`config.mk`:
```
export PLATFORM = sky130hd
export DESIGN_NAME = trimmed_mean_window_filter
export DESIGN_NICKNAME = d
export VERILOG_FILES = /design/src/hw/rtl/tmwf_pkg.sv /design/src/hw/rtl/tmwf_win_mem.sv /design/src/hw/rtl/tmwf_stats.sv /design/src/hw/rtl/tmwf_div.sv /design/src/hw/rtl/trimmed_mean_window_filter.sv
export SDC_FILE = /design/constraint.sdc
export NUM_CORES = 2
export LEC_CHECK = 0
export ABC_AREA = 1
export BUFFER_PORTS_ARGS = -buffer_cell sky130_fd_sc_hd__buf_2
export CORE_ASPECT_RATIO = 0.75
export CORE_UTILIZATION = 40
export DETAILED_ROUTE_END_ITERATION = 10
export PLACE_DENSITY_LB_ADDON = 0.05
export SLEW_MARGIN = 10
export SYNTH_ARGS = -nofsm -noshare
export SYNTH_HDL_FRONTEND = slang
export SYNTH_HIERARCHICAL = 1
export SYNTH_SLANG_ARGS = --single-unit
```
`constraint.sdc`:
```
create_clock -name clk -period 8.2 [get_ports clk]
set_input_delay 2.05 -clock clk [delete_from_list [all_inputs] [get_ports clk]]
set_output_delay 2.05 -clock clk [all_outputs]
set_load 0.01 [all_outputs]
```
`src/hw/rtl/tmwf_pkg.sv`:
```
// ----------------------------------------------------------------------------
// tmwf_pkg
// shared widths, constants, types and state codes of the trimmed mean filter
// ----------------------------------------------------------------------------
package tmwf_pkg;

  localparam int WINDOW_SIZE = 12;
  localparam int AXES        = 3;
  localparam int AXIS_W      = 2;
  localparam int SAMPLE_W    = 16;
  localparam int MEAN_W      = 24;
  localparam int FRAC_BITS   = 8;

  localparam int SLOT_W   = $clog2(WINDOW_SIZE);
  localparam int SUM_W    = SAMPLE_W + $clog2(WINDOW_SIZE);
  // |sum - min - max| <= (WINDOW_SIZE - 2) * 2^15
  localparam int MAG_W    = SUM_W - 1;
  localparam int TRIM_W   = SUM_W;
  localparam int ENTRY_W  = AXES * SAMPLE_W;

  // divide by a constant through reciprocal multiplies
  localparam int DIV_D    = WINDOW_SIZE - 2;
  localparam int DIV_L    = $clog2(DIV_D);
  localparam int REM_W    = (DIV_L > 0) ? DIV_L : 1;
  localparam int SHIFT_A  = MAG_W + DIV_L;
  localparam int REM_K    = FRAC_BITS + DIV_L;
  localparam int SHIFT_B  = REM_K + DIV_L;
  localparam int MUL_W    = MAG_W + 1;
  localparam int PROD_W   = MAG_W + MUL_W;

  localparam logic [MUL_W-1:0] RECIP_A =
    MUL_W'(((64'd1 << SHIFT_A) + 64'(DIV_D) - 64'd1) / 64'(DIV_D));
  localparam logic [MUL_W-1:0] RECIP_B =
    MUL_W'(((64'd1 << SHIFT_B) + 64'(DIV_D) - 64'd1) / 64'(DIV_D));

  typedef logic signed [SAMPLE_W-1:0] sample_t;
  typedef logic signed [TRIM_W-1:0]   trim_t;
  typedef logic signed [MEAN_W-1:0]   mean_t;

  typedef struct packed {
    logic vld;
    logic first;
  } scan_ctl_t;

  typedef enum logic [2:0] {
    ST_IDLE,
    ST_SCAN,
    ST_DRAIN,
    ST_LOAD,
    ST_DIV,
    ST_OUT
  } top_state_t;

  typedef enum logic [1:0] {
    DV_IDLE,
    DV_QUO,
    DV_REM,
    DV_FRAC
  } div_state_t;

endpackage

```
`src/hw/rtl/tmwf_win_mem.sv`:
```
// ----------------------------------------------------------------------------
// tmwf_win_mem
// sample window store, one write and one registered read port
// ----------------------------------------------------------------------------
module tmwf_win_mem (
  input  logic                          clk,
  input  logic                          wr_en,
  input  logic [tmwf_pkg::SLOT_W-1:0]   wr_addr,
  input  logic [tmwf_pkg::ENTRY_W-1:0]  wr_data,
  input  logic                          rd_en,
  input  logic [tmwf_pkg::SLOT_W-1:0]   rd_addr,
  output logic [tmwf_pkg::ENTRY_W-1:0]  rd_data
);
  import tmwf_pkg::*;

  logic [ENTRY_W-1:0] mem [WINDOW_SIZE];
  logic [ENTRY_W-1:0] rd_data_r;

  always_ff @(posedge clk) begin
    if (wr_en) begin
      mem[wr_addr] <= wr_data;
    end
  end

  always_ff @(posedge clk) begin
    if (rd_en) begin
      rd_data_r <= mem[rd_addr];
    end
  end

  assign rd_data = rd_data_r;

endmodule

```
`src/hw/rtl/tmwf_stats.sv`:
```
// ----------------------------------------------------------------------------
// tmwf_stats
// running sum, minimum and maximum over the scanned window, one entry a cycle
// ----------------------------------------------------------------------------
module tmwf_stats (
  input  logic                  clk,
  input  tmwf_pkg::scan_ctl_t   ctl,
  input  tmwf_pkg::sample_t     sample [tmwf_pkg::AXES],
  output tmwf_pkg::trim_t       trim   [tmwf_pkg::AXES]
);
  import tmwf_pkg::*;

  logic signed [SUM_W-1:0]   sum_r [AXES];
  sample_t                   lo_r  [AXES];
  sample_t                   hi_r  [AXES];
  logic signed [SUM_W+1:0]   wide  [AXES];

  always_ff @(posedge clk) begin
    if (ctl.vld) begin
      for (int a = 0; a < AXES; a++) begin
        if (ctl.first) begin
          sum_r[a] <= SUM_W'(sample[a]);
          lo_r[a]  <= sample[a];
          hi_r[a]  <= sample[a];
        end else begin
          sum_r[a] <= sum_r[a] + SUM_W'(sample[a]);
          if (sample[a] < lo_r[a]) begin
            lo_r[a] <= sample[a];
          end
          if (sample[a] > hi_r[a]) begin
            hi_r[a] <= sample[a];
          end
        end
      end
    end
  end

  always_comb begin
    for (int a = 0; a < AXES; a++) begin
      wide[a] = (SUM_W+2)'(sum_r[a]) - (SUM_W+2)'(lo_r[a]) - (SUM_W+2)'(hi_r[a]);
      trim[a] = TRIM_W'(wide[a]);
    end
  end

endmodule

```
`src/hw/rtl/tmwf_div.sv`:
```
// ----------------------------------------------------------------------------
// tmwf_div
// scaled division by the trimmed count, one shared multiplier stepped by a
// small sequencer: quotient, remainder and fraction products for each axis
// ----------------------------------------------------------------------------
module tmwf_div (
  input  logic               clk,
  input  logic               rst_n,
  input  logic               start,
  input  tmwf_pkg::trim_t    trim [tmwf_pkg::AXES],
  output logic               done,
  output tmwf_pkg::mean_t    mean [tmwf_pkg::AXES]
);
  import tmwf_pkg::*;

  div_state_t               state_r, state_nxt;
  logic [AXIS_W-1:0]        axis_r, axis_nxt;
  logic                     done_r, done_nxt;
  trim_t                    t_r [AXES];
  logic [MAG_W-1:0]         a_r;
  logic [REM_W-1:0]         r_r;
  mean_t                    q_r [AXES];

  trim_t                    cur_t;
  logic                     neg;
  logic [MAG_W-1:0]         mag;
  logic [MAG_W-1:0]         mul_a;
  logic [MUL_W-1:0]         mul_b;
  logic [PROD_W-1:0]        prod;
  logic [FRAC_BITS-1:0]     frac;
  logic [MEAN_W-1:0]        qmag;
  mean_t                    qres;

  assign cur_t = t_r[axis_r];
  assign neg   = cur_t[TRIM_W-1];
  assign mag   = neg ? MAG_W'(-cur_t) : MAG_W'(cur_t);

  // the shared multiplier
  assign prod  = PROD_W'(mul_a) * PROD_W'(mul_b);

  assign frac  = FRAC_BITS'(prod >> SHIFT_B);
  assign qmag  = (MEAN_W'(a_r) << FRAC_BITS) + MEAN_W'(frac);
  assign qres  = neg ? mean_t'(-qmag) : mean_t'(qmag);

  always_comb begin
    state_nxt = state_r;
    axis_nxt  = axis_r;
    done_nxt  = 1'b0;
    mul_a     = mag;
    mul_b     = RECIP_A;
    case (state_r)
      DV_IDLE: begin
        if (start) begin
          state_nxt = DV_QUO;
          axis_nxt  = '0;
        end
      end
      DV_QUO: begin
        state_nxt = DV_REM;
      end
      DV_REM: begin
        mul_a     = a_r;
        mul_b     = MUL_W'(DIV_D);
        state_nxt = DV_FRAC;
      end
      DV_FRAC: begin
        mul_a = MAG_W'(r_r) << FRAC_BITS;
        mul_b = RECIP_B;
        if (axis_r == AXIS_W'(AXES - 1)) begin
          state_nxt = DV_IDLE;
          done_nxt  = 1'b1;
        end else begin
          state_nxt = DV_QUO;
          axis_nxt  = axis_r + AXIS_W'(1);
        end
      end
      default: begin
        state_nxt = DV_IDLE;
      end
    endcase
  end

  always_ff @(posedge clk) begin
    if (!rst_n) begin
      state_r <= DV_IDLE;
      axis_r  <= '0;
      done_r  <= 1'b0;
    end else begin
      state_r <= state_nxt;
      axis_r  <= axis_nxt;
      done_r  <= done_nxt;
    end
  end

  always_ff @(posedge clk) begin
    if (state_r == DV_IDLE && start) begin
      for (int a = 0; a < AXES; a++) begin
        t_r[a] <= trim[a];
      end
    end
    if (state_r == DV_QUO) begin
      a_r <= MAG_W'(prod >> SHIFT_A);
    end
    // remainder is below the divisor
    if (state_r == DV_REM) begin
      r_r <= REM_W'(mag - MAG_W'(prod));
    end
    if (state_r == DV_FRAC) begin
      q_r[axis_r] <= qres;
    end
  end

  assign done = done_r;
  assign mean = q_r;

endmodule

```
`src/hw/rtl/trimmed_mean_window_filter.sv`:
```
// ----------------------------------------------------------------------------
// trimmed_mean_window_filter
// sliding window trimmed mean over three sensor axes, 8 fraction bits out
// ----------------------------------------------------------------------------
// usage
//   in_*  : one three-axis sample per item, valid/ready
//   out_* : one trimmed mean per axis per item, valid/ready
//   the last WINDOW_SIZE samples are kept in arrival order; each item drops
//   one minimum and one maximum and returns (sum - min - max) * 256 / (N - 2)
//   per axis, truncated toward zero
//   while the window is still filling, an item gives no result and in_ready
//   stays high
//   once filled, an item passes the window scan over the single read port,
//   a drain state, a load state, the divider and the output state, and
//   in_ready stays low until it is through; the divider's shared multiplier
//   runs three products per axis
//   a finished result waits in the output register while the next item is
//   taken; if out_ready stays low the next result holds back until it drains
//   reset empties the window and clears out_valid; no clearing pass
// ----------------------------------------------------------------------------
module trimmed_mean_window_filter (
  input  logic                      clk,
  input  logic                      rst_n,
  input  logic                      in_valid,
  output logic                      in_ready,
  input  tmwf_pkg::sample_t         in_sample_x,
  input  tmwf_pkg::sample_t         in_sample_y,
  input  tmwf_pkg::sample_t         in_sample_z,
  output logic                      out_valid,
  input  logic                      out_ready,
  output tmwf_pkg::mean_t           out_mean_x,
  output tmwf_pkg::mean_t           out_mean_y,
  output tmwf_pkg::mean_t           out_mean_z
);
  import tmwf_pkg::*;

  localparam logic [SLOT_W-1:0] SLOT_LAST = SLOT_W'(WINDOW_SIZE - 1);

  top_state_t          state_r, state_nxt;
  logic [SLOT_W-1:0]   slot_r, slot_nxt;
  logic                full_r, full_nxt;
  logic [SLOT_W-1:0]   cnt_r, cnt_nxt;
  scan_ctl_t           scan_ctl_r, scan_ctl_nxt;
  logic                out_valid_r, out_valid_nxt;
  mean_t               mean_x_r, mean_y_r, mean_z_r;

  logic                accept;
  logic                slot_last;
  logic                rd_en;
  logic                div_start;
  logic                div_done;
  logic                load;
  logic [ENTRY_W-1:0]  rd_data;
  sample_t             rd_sample [AXES];
  trim_t               trim      [AXES];
  mean_t               div_mean  [AXES];

  assign in_ready  = (state_r == ST_IDLE);
  assign accept    = in_valid && in_ready;
  assign slot_last = (slot_r == SLOT_LAST);

  tmwf_win_mem u_mem (
    .clk     (clk),
    .wr_en   (accept),
    .wr_addr (slot_r),
    .wr_data ({in_sample_z, in_sample_y, in_sample_x}),
    .rd_en   (rd_en),
    .rd_addr (cnt_r),
    .rd_data (rd_data)
  );

  always_comb begin
    for (int a = 0; a < AXES; a++) begin
      rd_sample[a] = sample_t'(rd_data[a*SAMPLE_W +: SAMPLE_W]);
    end
  end

  tmwf_stats u_stats (
    .clk    (clk),
    .ctl    (scan_ctl_r),
    .sample (rd_sample),
    .trim   (trim)
  );

  tmwf_div u_div (
    .clk   (clk),
    .rst_n (rst_n),
    .start (div_start),
    .trim  (trim),
    .done  (div_done),
    .mean  (div_mean)
  );

  always_comb begin
    state_nxt = state_r;
    slot_nxt  = slot_r;
    full_nxt  = full_r;
    cnt_nxt   = cnt_r;
    rd_en     = 1'b0;
    div_start = 1'b0;
    load      = 1'b0;
    case (state_r)
      ST_IDLE: begin
        if (accept) begin
          slot_nxt = slot_last ? '0 : slot_r + SLOT_W'(1);
          if (slot_last) begin
            full_nxt = 1'b1;
          end
          if (full_r || slot_last) begin
            state_nxt = ST_SCAN;
            cnt_nxt   = '0;
          end
        end
      end
      ST_SCAN: begin
        rd_en = 1'b1;
        if (cnt_r == SLOT_LAST) begin
          state_nxt = ST_DRAIN;
        end else begin
          cnt_nxt = cnt_r + SLOT_W'(1);
        end
      end
      // last read lands in the stats registers
      ST_DRAIN: begin
        state_nxt = ST_LOAD;
      end
      ST_LOAD: begin
        div_start = 1'b1;
        state_nxt = ST_DIV;
      end
      ST_DIV: begin
        if (div_done) begin
          state_nxt = ST_OUT;
        end
      end
      ST_OUT: begin
        if (!out_valid_r || out_ready) begin
          load      = 1'b1;
          state_nxt = ST_IDLE;
        end
      end
      default: begin
        state_nxt = ST_IDLE;
      end
    endcase
    scan_ctl_nxt.vld   = (state_r == ST_SCAN);
    scan_ctl_nxt.first = (state_r == ST_SCAN) && (cnt_r == '0);
    out_valid_nxt      = load || (out_valid_r && !out_ready);
  end

  always_ff @(posedge clk) begin
    if (!rst_n) begin
      state_r     <= ST_IDLE;
      slot_r      <= '0;
      full_r      <= 1'b0;
      cnt_r       <= '0;
      scan_ctl_r  <= '0;
      out_valid_r <= 1'b0;
    end else begin
      state_r     <= state_nxt;
      slot_r      <= slot_nxt;
      full_r      <= full_nxt;
      cnt_r       <= cnt_nxt;
      scan_ctl_r  <= scan_ctl_nxt;
      out_valid_r <= out_valid_nxt;
    end
  end

  always_ff @(posedge clk) begin
    if (load) begin
      mean_x_r <= div_mean[0];
      mean_y_r <= div_mean[1];
      mean_z_r <= div_mean[2];
    end
  end

  assign out_valid  = out_valid_r;
  assign out_mean_x = mean_x_r;
  assign out_mean_y = mean_y_r;
  assign out_mean_z = mean_z_r;

  a_slot_range: assert property (@(posedge clk) disable iff (!rst_n)
    slot_r <= SLOT_LAST)
    else $error("write slot out of range");

  a_no_result_before_full: assert property (@(posedge clk) disable iff (!rst_n)
    $rose(out_valid_r) |-> full_r)
    else $error("result before window filled");

  a_fill_stays_idle: assert property (@(posedge clk) disable iff (!rst_n)
    (accept && !full_r && !slot_last) |=> (state_r == ST_IDLE))
    else $error("filling item started a scan");

  a_done_in_div: assert property (@(posedge clk) disable iff (!rst_n)
    div_done |-> (state_r == ST_DIV))
    else $error("divider done outside wait state");

endmodule
```
; ---- Word level (Yosys, flattened, before mapping)
; Memories as Yosys holds them, arrays and structs flattened. A register that Yosys moved wholly into a read port is not among the register bits.
; Cells that the tools add are included.
[op_classes]
add_sub_neg = 16
multipliers = 1
n_div = 0
order_cmp = 8
n_eq_ne = 19
shift = 0
n_mux = 74
bitwise_logic = 10
reduce_logical = 21
[op_table]
columns = op, count
row1 = $sub 20x16->20, 6
row2 = $mux 16, 6
row3 = $bwmux 72, 1
row4 = $add 20x16->20, 3
row5 = $mux 20, 3
row6 = $demux 24 s2, 1
row7 = $gt 16x16->1, 3
row8 = $lt 16x16->1, 3
row9 = $mux 24, 2
row10 = $mux 1, 40
row11 = $pmux 20 s2, 1
row12 = $mul 19x20->39, 1
row13 = $pmux 19 s2, 1
row14 = $add 24x8->24, 1
row15 = $neg 24->24, 1
row16 = $mux 19, 1
row17 = $neg 19->19, 1
row18 = $pmux 3 s6, 1
row19 = $mux 4, 4
row20 = $mux 3, 5
row21 = $mux 2, 5
row22 = $ne 2x1->1 const B, 5
row23 = $or 1x1->1, 9
row24 = $add 4x1->4 const B, 2
row25 = 26 further kinds, 43
[word_totals]
reg_bits = 184
latch_bits = 0
ramBits = 792
rom_bits = 0
input_bits = 52
out_inout_bits = 74
elab_cells = 172
memories = 5
[memory_table]
columns = name, depth, width, rd, rd_clocked_by_memory_dff, wr, line
row1 = u_mem.mem, 12, 48, 1, 1, 1, tmwf_win_mem.sv:16  ; logic [ENTRY_W-1:0] mem [WINDOW_SIZE];
row2 = u_div.t_r, 3, 20, 1, 1, 3, tmwf_div.sv:19  ; trim_t t_r [AXES];
row3 = u_stats.sum_r, 3, 20, 3, 0, 3, tmwf_stats.sv:13  ; logic signed [SUM_W-1:0] sum_r [AXES];
row4 = u_stats.hi_r, 3, 16, 3, 0, 3, tmwf_stats.sv:15  ; sample_t hi_r [AXES];
row5 = u_stats.lo_r, 3, 16, 3, 0, 3, tmwf_stats.sv:14  ; sample_t lo_r [AXES];

; ---- Logic depth before layout (Yosys ltp)
[logic_depth]
depth_word = 8
ltp_mapped = 49
ltp_nobuf = 48

; ---- By module
; Netlist, hierarchy kept.
[by_module_without_submodules]
columns = mod, instances, cells_per_inst, area_per_inst_um2
row1 = tmwf_win_mem, 1, 2207, 25433.1
row2 = tmwf_div, 1, 1768, 16174.3
row3 = tmwf_stats, 1, 1962, 15836.4
row4 = trimmed_mean_window_filter, 1, 197, 3014.1

; ---- Worst setup path before layout
; No wires, ideal clock.
[synth_timing]
path_type = register to register
startpoint = reg u_div.state_r[0]
endpoint = reg u_div.q_r, in the netlist u_div/mean[22], data pin
arrival_ns = 6.660
required_ns = 7.939
path_slack_ns = 1.279
stages_incl_launch_ff = 34
path_buffers = 1
cell_sequence = dfxtp_1 > inv_1 > ha_1 > nor2_2 > inv_1 > clkbuf_1 > nand2_1 > nand3_1 > fa_1 > inv_1 > fa_1 > inv_1 > fa_1 > inv_1 > fa_1 > fa_1 > inv_1 > fa_1 > inv_1 > ha_1 > nand2_1 > inv_1 > nand2_1 > inv_1 > a21oi_1 > nand3_1 > nand2_1 > nand2_1 > nor2_2 > nand3_1 > nand2_1 > nand3_1 > nand2_1 > nand2_1
[synth_via]
elab_chain_cells = 7
[synth_rtl]
columns = element, line
row1 = "start, declared", tmwf_div.sv:16  ; div_state_t state_r, state_nxt;
row2 = "start signal, assigned", tmwf_div.sv:89  ; state_r <= state_nxt;
row3 = $eq 2x2->1, tmwf_div.sv:51  ; case (state_r)
row4 = $pmux 19 s2 / $pmux 20 s2 (equally long branches), tmwf_div.sv:51
row5 = $mul 19x20->39 (*), tmwf_div.sv:39  ; assign prod = PROD_W'(mul_a) * PROD_W'(mul_b);
row6 = named net u_div.prod[23], tmwf_div.sv:29  ; logic [PROD_W-1:0] prod;
row7 = $add 24x8->24 (*), tmwf_div.sv:42  ; assign qmag = (MEAN_W'(a_r) << FRAC_BITS) + MEAN_W'(frac);
row8 = $neg 24->24, tmwf_div.sv:43  ; assign qres = neg ? mean_t'(-qmag) : mean_t'(qmag);
row9 = $mux 24 (*), tmwf_div.sv:43
row10 = named net u_div.qres[22], tmwf_div.sv:32  ; mean_t qres;
row11 = $bwmux 72 (*), tmwf_div.sv:109  ; q_r[axis_r] <= qres;
row12 = "end signal, assigned by index", tmwf_div.sv:109
row13 = "end, declared", tmwf_div.sv:22  ; mean_t q_r [AXES];
; The timed path passes the listed nets; every way through them passes the cells marked *.
; A chain may end at the register's enable or synchronous reset.

==> results by group <==
Finish
  • Share of cells above drive strength 1: 8.47%
  • Final nets: 7005
  • Register area: between 30000 and 40000 µm²
  • Synth-to-Final Area Change: 11.1%
  • Layout fillers: between 10000 and 15000
  • Most common cell after layout, fill and taps aside: nand2_1
  • Multi-input gate area: 25300 µm²
  • Highest-count cells in the layout ignoring fill and taps: nand2_1, inv_1, edfxtp_1, nand3_1, ha_1
  • Finished Layout Cells: 8398
  • Ant diodes: 0

Floorplanning
  • Num rows: 123
  • IO Pins: approximately 130
  • Starting Density: 40.3%
  • Die area: 153000 µm²
  • Core area: around 150000 µm²
  • Die width: 451 µm
  • Die height: between 300 and 400 µm

STA
  • Final worst-path cycle share: 96.3%
  • Final Skew: 59.6 ps
  • Setup_tns: 0 ps
  • Period minus WS final: 7900 ps
  • Final Max Tran Viols: 0
  • Slew headroom: 12.2%
  • Setup violations, final: 0
  • Fmax: 127 MHz
  • Hold slack final: 411 ps
  • Final worst slack: 305 ps
  • Final Hold Violating Endpoints: 0
  • RSZ-0062 raised after global routing: yes
  • Slew @ Worst Pin: 1320 ps

CTS
  • Clk_lat worst skew: 780 ps
  • Cts bufs inserted: 108
  • Root Buffer: clkbuf_16
  • Worst-path clk slew: 70 ps
  • Resize count post-CTS: 0
  • TritonCTS clock tree: done
  • CTS Hold Bufs: 0
  • Post-CTS setup buffers: 0
  • Clock buffer depth: 3
  • Max H-tree Level: 3
  • Clock sink total: 1026

Outcome
  • Status: completed

Synth
  • Mapped Avg Cell Area: 9.86 µm²
  • Synth Flop Type: edfxtp_1
  • Synth top area cells: edfxtp_1, nand2_1, ha_1, fa_1, inv_1
  • Mux cell area share after synthesis: 0%
  • Post-synth EDFFs: between 1000 and 1500
  • Synth Area in Simple Gates: between 10% and 20%
  • Ys async rst share: 0%
  • Post-synthesis sequential area ratio: roughly half
  • Largest family of logic cells by synthesized area: simple AND/OR/NAND/NOR gates
  • Largest area contributor in the netlist: edfxtp_1
  • Yosys top cell area share: 49.9%
  • Synth Area in Adders: 16.4%
  • Syn Inst Count: between 6000 and 7000
  • Cell Area, Synth: 60500 µm²
  • Synth Warn #: 6
  • Synth Register Bits: 1026
  • Cell variety after synth: 56
  • Post-Synth XOR/XNOR Area: 1.69%
  • Post-synthesis compound-gate area fraction: 5.45%

Place
  • Gpl congestion: 0.902
  • DP HPWL: 118000 µm
  • Post-placement cell count: 8193
  • Dpl ws: 112 ps
  • IO Port Bufs: 125

GRT
  • Vias in the first global route: a little over 40000
  • GRT overflow: 0
  • Initial antenna violation count: 6
  • GR Util All Layers: approximately 22%
  • First-pass GRT wire length: 258000 µm
  • Largest net degree at the start of global routing: 187

Worst setup path
  • Reg2Reg Setup Slack: a little over 300 ps
  • Crit Path Max Fanout: 16
  • Worst Setup EP: u_div/mean[30]
  • WP buf/inv: 6
  • CP top delay family: adder cells
  • Worst reg2reg path depth: 33
  • Slowest cell delay on critical path: 580 ps
  • CP Depth: 33
  • Crit path kind: register to register
  • Worst R2R End: u_div/mean[30]
  • CP max stage cell: xnor2_1
  • Crit path capture type: register
  • Crit path DAT: 8360 ps
  • Cell mode on critical path: nand2_1
  • Required @ worst endpoint: 8670 ps
  • Startpoint Class: register

Routing
  • Post-DRT Antenna Nets: 0
  • WL final: 168000 µm
  • Wire length per cell: 20.1 µm
  • Starting DRT DRC Count: 3129
  • TritonRoute pass-1 iters: 7
  • DRC errors left: 0
  • Vias: about 42000
  • Via density: about 5.0

Worst hold path
  • HP Class: register to register

Job
  • Max_cap viols: 0
==> state kept, by name (all words and copies together) (netlist names), named ones only <==
signal	count
u_stats/sum_r	60
out_valid	1
u_div/mean	72
state_r	3
u_div/r_r	4
u_div/state_r	2
out_mean_x	24
u_stats/lo_r	48
u_mem/rd_data	48
u_mem/mem	576
scan_ctl_r	2
u_stats/hi_r	48
slot_r	4
cnt_r	4
u_div/t_r	60
u_div/a_r	16
u_div/axis_r	2
out_mean_z	24
full_r	1
u_div/done	1
out_mean_y	24
==> cells in the mapped netlist, drive strengths merged, types with 2 or more instances <==
cell and number:
clkbuf 52, edfxtp 1004, dfxtp 22, buf 104, o221ai 2, nand4 35, fa 241, o22ai 2
ha 409, a21boi 4, a21o 21, a21oi 224, and2 8, nand3b 28, nand3 517, nor4 5
or2 13, xnor2 41, o211ai 8, inv 1043, nor3 33, o21bai 20, conb 2, xor2 76
o21a 6, a31oi 19, o21ai 278, nor2 399, nand2 1513
==> through the flow <==
stage               utilization, %  area [µm²]
floorplan                        -       60500
global placement              42.3       63500
detailed placement            42.3       63500
CTS                           44.8       67100
global route                  44.8       67200
finish                        44.8       67200
==> worst min path at each step <==
stage                         from        endpoint  slack, ps  depth (start not counted)
floorplan           u_div/mean[48]   out_mean_x[0]        400                          0
global placement    u_div/mean[49]   out_mean_x[1]        400                          0
detailed placement  u_div/mean[69]  out_mean_x[21]        400                          0
CTS                 u_div/mean[49]   out_mean_x[1]        400                          0
global route        u_div/mean[49]   out_mean_x[1]        420                          0
finish              u_div/mean[49]   out_mean_x[1]        410                          0
==> routing by layer <==
layer	vias up	GRT usage (%)	wire (µm)	part of all wire [%]
met5	-	0	13	0.0077
met4	2	3.71	2290	1.4
met3	142	3.07	8100	4.8
met2	831	30.8	67400	40
met1	20300	36.6	90600	54
li1	20400	-	-	-
==> cell type report <==
cell class,count,area share [%]
multi-input combinational,3919,37.6
clock buffer,128,4.13
timing repair buffer,204,1.84
clock inverter,77,1.25
inverter,1044,5.86
tap,2000,3.72
sequential,1026,45.5
==> logic make-up after synthesis <==
group                    count (synthesis)
flip-flops                            1026
XOR/XNOR                               117
AO/OA/AOI/OAI                          587
other                                    2
buffers and inverters                 1200
adder cells (fa/ha/maj)                650
AND/OR/NAND/NOR                       2552
Power is left out: the tool's default activity adds up to more than one toggle a clock period on the data nets, which glitch-free logic cannot reach.
